===== src/lph_pkg.sv =====
// package for the linear probe hash table
// types, codes and fnv-1a constants shared by the controller, datapath and top; no dependencies
package lph_pkg;

    localparam int SLOTS_DEF      = 64;
    localparam int KEY_BITS_DEF   = 64;
    localparam int VALUE_BITS_DEF = 32;

    localparam logic [63:0] FNV_OFFSET = 64'hcbf29ce484222325;
    localparam logic [63:0] FNV_PRIME  = 64'h00000100000001b3;

    typedef enum logic [1:0] {
        OP_PUT    = 2'd0,
        OP_GET    = 2'd1,
        OP_REMOVE = 2'd2,
        OP_CLEAR  = 2'd3
    } op_t;

    typedef enum logic [2:0] {
        ST_INSERTED = 3'd0,
        ST_UPDATED  = 3'd1,
        ST_FULL     = 3'd2,
        ST_HIT      = 3'd3,
        ST_MISS     = 3'd4,
        ST_REMOVED  = 3'd5,
        ST_CLEARED  = 3'd6
    } status_t;

    typedef enum logic [1:0] {
        SL_EMPTY = 2'd0,
        SL_LIVE  = 2'd1,
        SL_TOMB  = 2'd2
    } slot_t;

    typedef enum logic [2:0] {
        FSM_INIT,
        FSM_IDLE,
        FSM_HASH,
        FSM_READ,
        FSM_CHECK,
        FSM_WIPE,
        FSM_DONE
    } fsm_t;

    typedef struct packed {
        logic [1:0]  operation;
        logic [63:0] key;
        logic [31:0] value;
    } in_word_t;

    typedef struct packed {
        logic        found;
        logic [31:0] value_out;
        logic [2:0]  status;
        logic [6:0]  occupied_count;
    } out_word_t;

    // controller to datapath
    typedef struct packed {
        logic load;
        logic hash_step;
        logic rd;
        logic advance;
        logic finish;
        logic wipe;
    } cmd_t;

    // datapath to controller
    typedef struct packed {
        logic hash_done;
        logic walk_end;
        logic wipe_done;
        logic clear_op;
    } sts_t;

endpackage


===== src/lph_ctrl.sv =====
// controller state machine for the hash table
// depends on lph_pkg
module lph_ctrl
    import lph_pkg::*;
(
    input  logic clk,
    input  logic rst_n,
    input  logic in_valid,
    output logic in_ready,
    output logic out_valid,
    input  logic out_ready,
    input  sts_t sts,
    output cmd_t cmd
);

    fsm_t state_reg, state_next;

    always_ff @(posedge clk or negedge rst_n)
    begin
        if (!rst_n)
        begin
            state_reg <= FSM_INIT;
        end
        else
        begin
            state_reg <= state_next;
        end
    end

    always_comb
    begin
        state_next = state_reg;
        cmd        = '0;
        in_ready   = 1'b0;
        out_valid  = 1'b0;
        case (state_reg)
            FSM_INIT:
            begin
                cmd.wipe = 1'b1;
                if (sts.wipe_done)
                begin
                    state_next = FSM_IDLE;
                end
            end
            FSM_IDLE:
            begin
                in_ready = 1'b1;
                if (in_valid)
                begin
                    cmd.load   = 1'b1;
                    state_next = FSM_HASH;
                end
            end
            FSM_HASH:
            begin
                if (sts.clear_op)
                begin
                    state_next = FSM_WIPE;
                end
                else
                begin
                    cmd.hash_step = 1'b1;
                    if (sts.hash_done)
                    begin
                        cmd.rd     = 1'b1;
                        state_next = FSM_READ;
                    end
                end
            end
            FSM_READ:
            begin
                state_next = FSM_CHECK;
            end
            FSM_CHECK:
            begin
                if (sts.walk_end)
                begin
                    cmd.finish = 1'b1;
                    state_next = FSM_DONE;
                end
                else
                begin
                    cmd.advance = 1'b1;
                    cmd.rd      = 1'b1;
                    state_next  = FSM_READ;
                end
            end
            FSM_WIPE:
            begin
                cmd.wipe = 1'b1;
                if (sts.wipe_done)
                begin
                    cmd.finish = 1'b1;
                    state_next = FSM_DONE;
                end
            end
            FSM_DONE:
            begin
                out_valid = 1'b1;
                if (out_ready)
                begin
                    state_next = FSM_IDLE;
                end
            end
            default:
            begin
                state_next = FSM_IDLE;
            end
        endcase
    end

endmodule


===== config.mk =====
export PLATFORM = sky130hd
export DESIGN_NAME = lph_ctrl
export DESIGN_NICKNAME = d
export VERILOG_FILES = /design/src/lph_pkg.sv /design/src/lph_ctrl.sv
export SDC_FILE = /design/constraint.sdc
export NUM_CORES = 1
export LEC_CHECK = 0
export BUFFER_PORTS_ARGS = -buffer_cell sky130_fd_sc_hd__buf_2
export CORE_AREA = 8 8 45 47
export CTS_CLUSTER_DIAMETER = 100
export DETAILED_ROUTE_END_ITERATION = 8
export DIE_AREA = 0 0 53 55
export SYNTH_ARGS = -nofsm -noshare
export SYNTH_HDL_FRONTEND = slang
export SYNTH_SLANG_ARGS = --single-unit

===== constraint.sdc =====
create_clock -name clk -period 1.5 [get_ports clk]
set_input_delay 0.15 -clock clk [delete_from_list [all_inputs] [get_ports clk]]
set_output_delay 0.15 -clock clk [all_outputs]
set_load 0.02 [all_outputs]

==> impl_results.md <==
* Max-cap violations at 0
* WL per Instance at 13.75 µm
* Crit path DAT at 1.46 ns
* Die area at 2915 µm²
* Dpl cells at 75
* Worst Path Required at 1.35 ns
* Seq/Total Area, Yosys at 0.2256
* Crit path buf inv count at 2
* Worst-Skew Late Latency at 0.25 ns
* Final hold violations at 0
* Post-synthesis instance total at 38
* WL final at 1.155 mm
* Worst Max-Slew Pin Slew at 0.2980 ns
* Worst R2R Setup Slack at -0.02 ns
* CP Capture Type: output pin
* Reg clk slew, reported paths at 0.04 ns
* YS warnings at 0
* Fmax at 0.6198 GHz
* DR vias/cell at 4.762
* First-pass GRT wire length at 1.863 mm
* CTS tree: done
* Clock Path Buffers at 2
* Dpl cell area at 480.5 µm²
* RePlAce Congestion at 0.8609
* Final setup viols at 4
* Fin crit share at 1.076
* Core area at 1384 µm²
* I/O Buffers at 15
* Synth-to-Final Area Change at 81.58%
* Standard-cell rows at 14
* Tmin final at 1.614 ns
* Remaining antenna violation count at 0
* Worst min path class: input pin to asynchronous set/reset pin
* RSZ-0062 raised after global routing: yes
* Leakage at 0.0003189 µW
* Final nets at 77
* Initial antenna violation count at 0
* Clock buffer count from CTS at 3
* R2r endpoint: state_reg[0]
* Failing checks: setup timing
* Clk_skew at 0.007477 ns
* Vias in the first global route at 412
* 1st-iter DRT viols at 6
* Setup TNS at -0.2399 ns
* Share of post-route cells with drive strength above 1 at 0.6029
* Crit path kind: register to output pin
* CTS H-Tree Depth at 1
* Status: finished with violations
* Netlist cell types at 26
* Antenna cell count at 0
* CTS root buffer: clkbuf_4
* Largest stage delay on the critical path at 0.52 ns
* Mapped cell area at 332.8 µm²
* Worst Path Max Fanout at 4
* GRT Resource Usage Total at 0.08479
* Overall power at 1368 µW
* CP top delay family: simple AND/OR/NAND/NOR gates
* #FFs+latches synth at 3
* Most common cell after layout, fill and taps aside: buf_4
* Cell Pwr Density at 2263 nW/µm²
* Hpwl dp at 926.1 µm
* Post-Syn Nets at 46
* Largest net degree at the start of global routing at 7
* Worst setup margin at -0.1135 ns
* Origin of the critical flop-to-flop path: state_reg[2]
* CTS sink count at 3
* Die Width at 53 µm
* Die Y-Extent at 55 µm
* Max reg flops at 3
* Initial Util at 0.2405
* Post-route DRC at 0
* Most frequent cells in the layout: buf_4 (15), buf_2 (8), buf_6 (5), nor2_1 (4)
* Non-Filler Instances at 84
* Worst slew margin at 0.7988
* Total gr overflow at 0
* Via count at 400
* R2R depth at 5
* CP Launch Type: register
* Pre-antenna DRT Iters at 4
* Slew Limit Fails at 0
* Crit-path slowest cell: or4b_4
* Design area at 604.3 µm²
* VDD IR-drop max at 602.6 µV
* CP Cell Sequence: or4b_4, clkinv_4, a21o_1, buf_6
* Ports at 16
* Syn_area_per_cell at 8.758 µm²
==> power by group <==
| part | internal [µW] | switching (µW) |
|---|---|---|
| Sequential | 127 | 37.3 |
| Clock | 100 | 52.4 |
| Combinational | 563 | 488 |
==> worst max path at each step <==
stage | start | depth (start not counted) | endpoint
floorplan | state_reg[2] | 5 | state_reg[0]
global placement | state_reg[0] | 4 | state_reg[0]
detailed placement | state_reg[0] | 4 | state_reg[0]
CTS | state_reg[2] | 4 | cmd[3]
global route | state_reg[2] | 5 | cmd[3]
finish | state_reg[2] | 4 | cmd[3]
==> metal layers <==
metal	vias up	global-route usage	wire length (µm)
met1	192	0.08232	399
li1	196	-	-
met2	10	0.1621	643
met5	-	0	0
met4	0	0.05172	25
met3	2	0.01604	87
==> cell type report <==
class	instances	area, µm²
Fill cell	133	779.5
Multi-Input combinational cell	28	244.0
Timing Repair Buffer	29	219.0
Sequential cell	3	75.07
Clock buffer	4	26.28
Inverter	4	20.02
Tap cell	16	20.02
==> cell usage after synthesis (all sizes together) <==
library cell | instances | share of area
a32oi | 1 | 0.026
or2b | 1 | 0.023
and3 | 1 | 0.019
nor2 | 5 | 0.056
a22o | 1 | 0.026
mux2 | 1 | 0.045
buf | 2 | 0.049
o21bai | 1 | 0.023
clkinv | 1 | 0.026
and2 | 1 | 0.019
clkbuf | 1 | 0.011
dfrtp | 3 | 0.23
mux2i | 2 | 0.060
inv | 3 | 0.034
a21o | 2 | 0.045
a22oi | 1 | 0.038
a211oi | 1 | 0.038
xor2 | 1 | 0.026
nand2 | 1 | 0.011
nor3 | 2 | 0.030
o311ai | 1 | 0.026
nor4bb | 2 | 0.060
or4b | 1 | 0.041
o21ai | 1 | 0.015
a211o | 1 | 0.026
==> repair_timing <==
| item | in CTS | in global routing |
|---|---|---|
| resized for setup | 6 | 11 |
| endpoints found under the setup margin | 4 | 9 |
| endpoints found under the hold margin | 3 | 0 |
| pin swaps | 0 | 2 |
| hold buffers | 1 | 0 |
| setup buffers | 2 | 2 |
==> per-stage QoR <==
| stage | hold slack, ns | worst slack, ns | utilization |
|---|---|---|---|
| floorplan | -0.1456 | -0.01735 | - |
| global placement | -0.04980 | 0.02694 | 0.3472 |
| detailed placement | -0.05003 | 0.01071 | 0.3472 |
| CTS | 0.2286 | -0.1222 | 0.3969 |
| global route | 0.2557 | -0.1701 | 0.4367 |
| finish | 0.2266 | -0.1135 | 0.4367 |
==> cells by family after synthesis <==
family                    after synthesis  synth area share
buffers and inverters                   7            0.1203
AOI/OAI and AO/OA                      10            0.2631
DFF                                     3            0.2256
and+or+nand+nor                        14            0.2594
xor gates and xnor gates                1           0.02632
muxes                                   3            0.1053
Power figures use the tool's default switching activity.
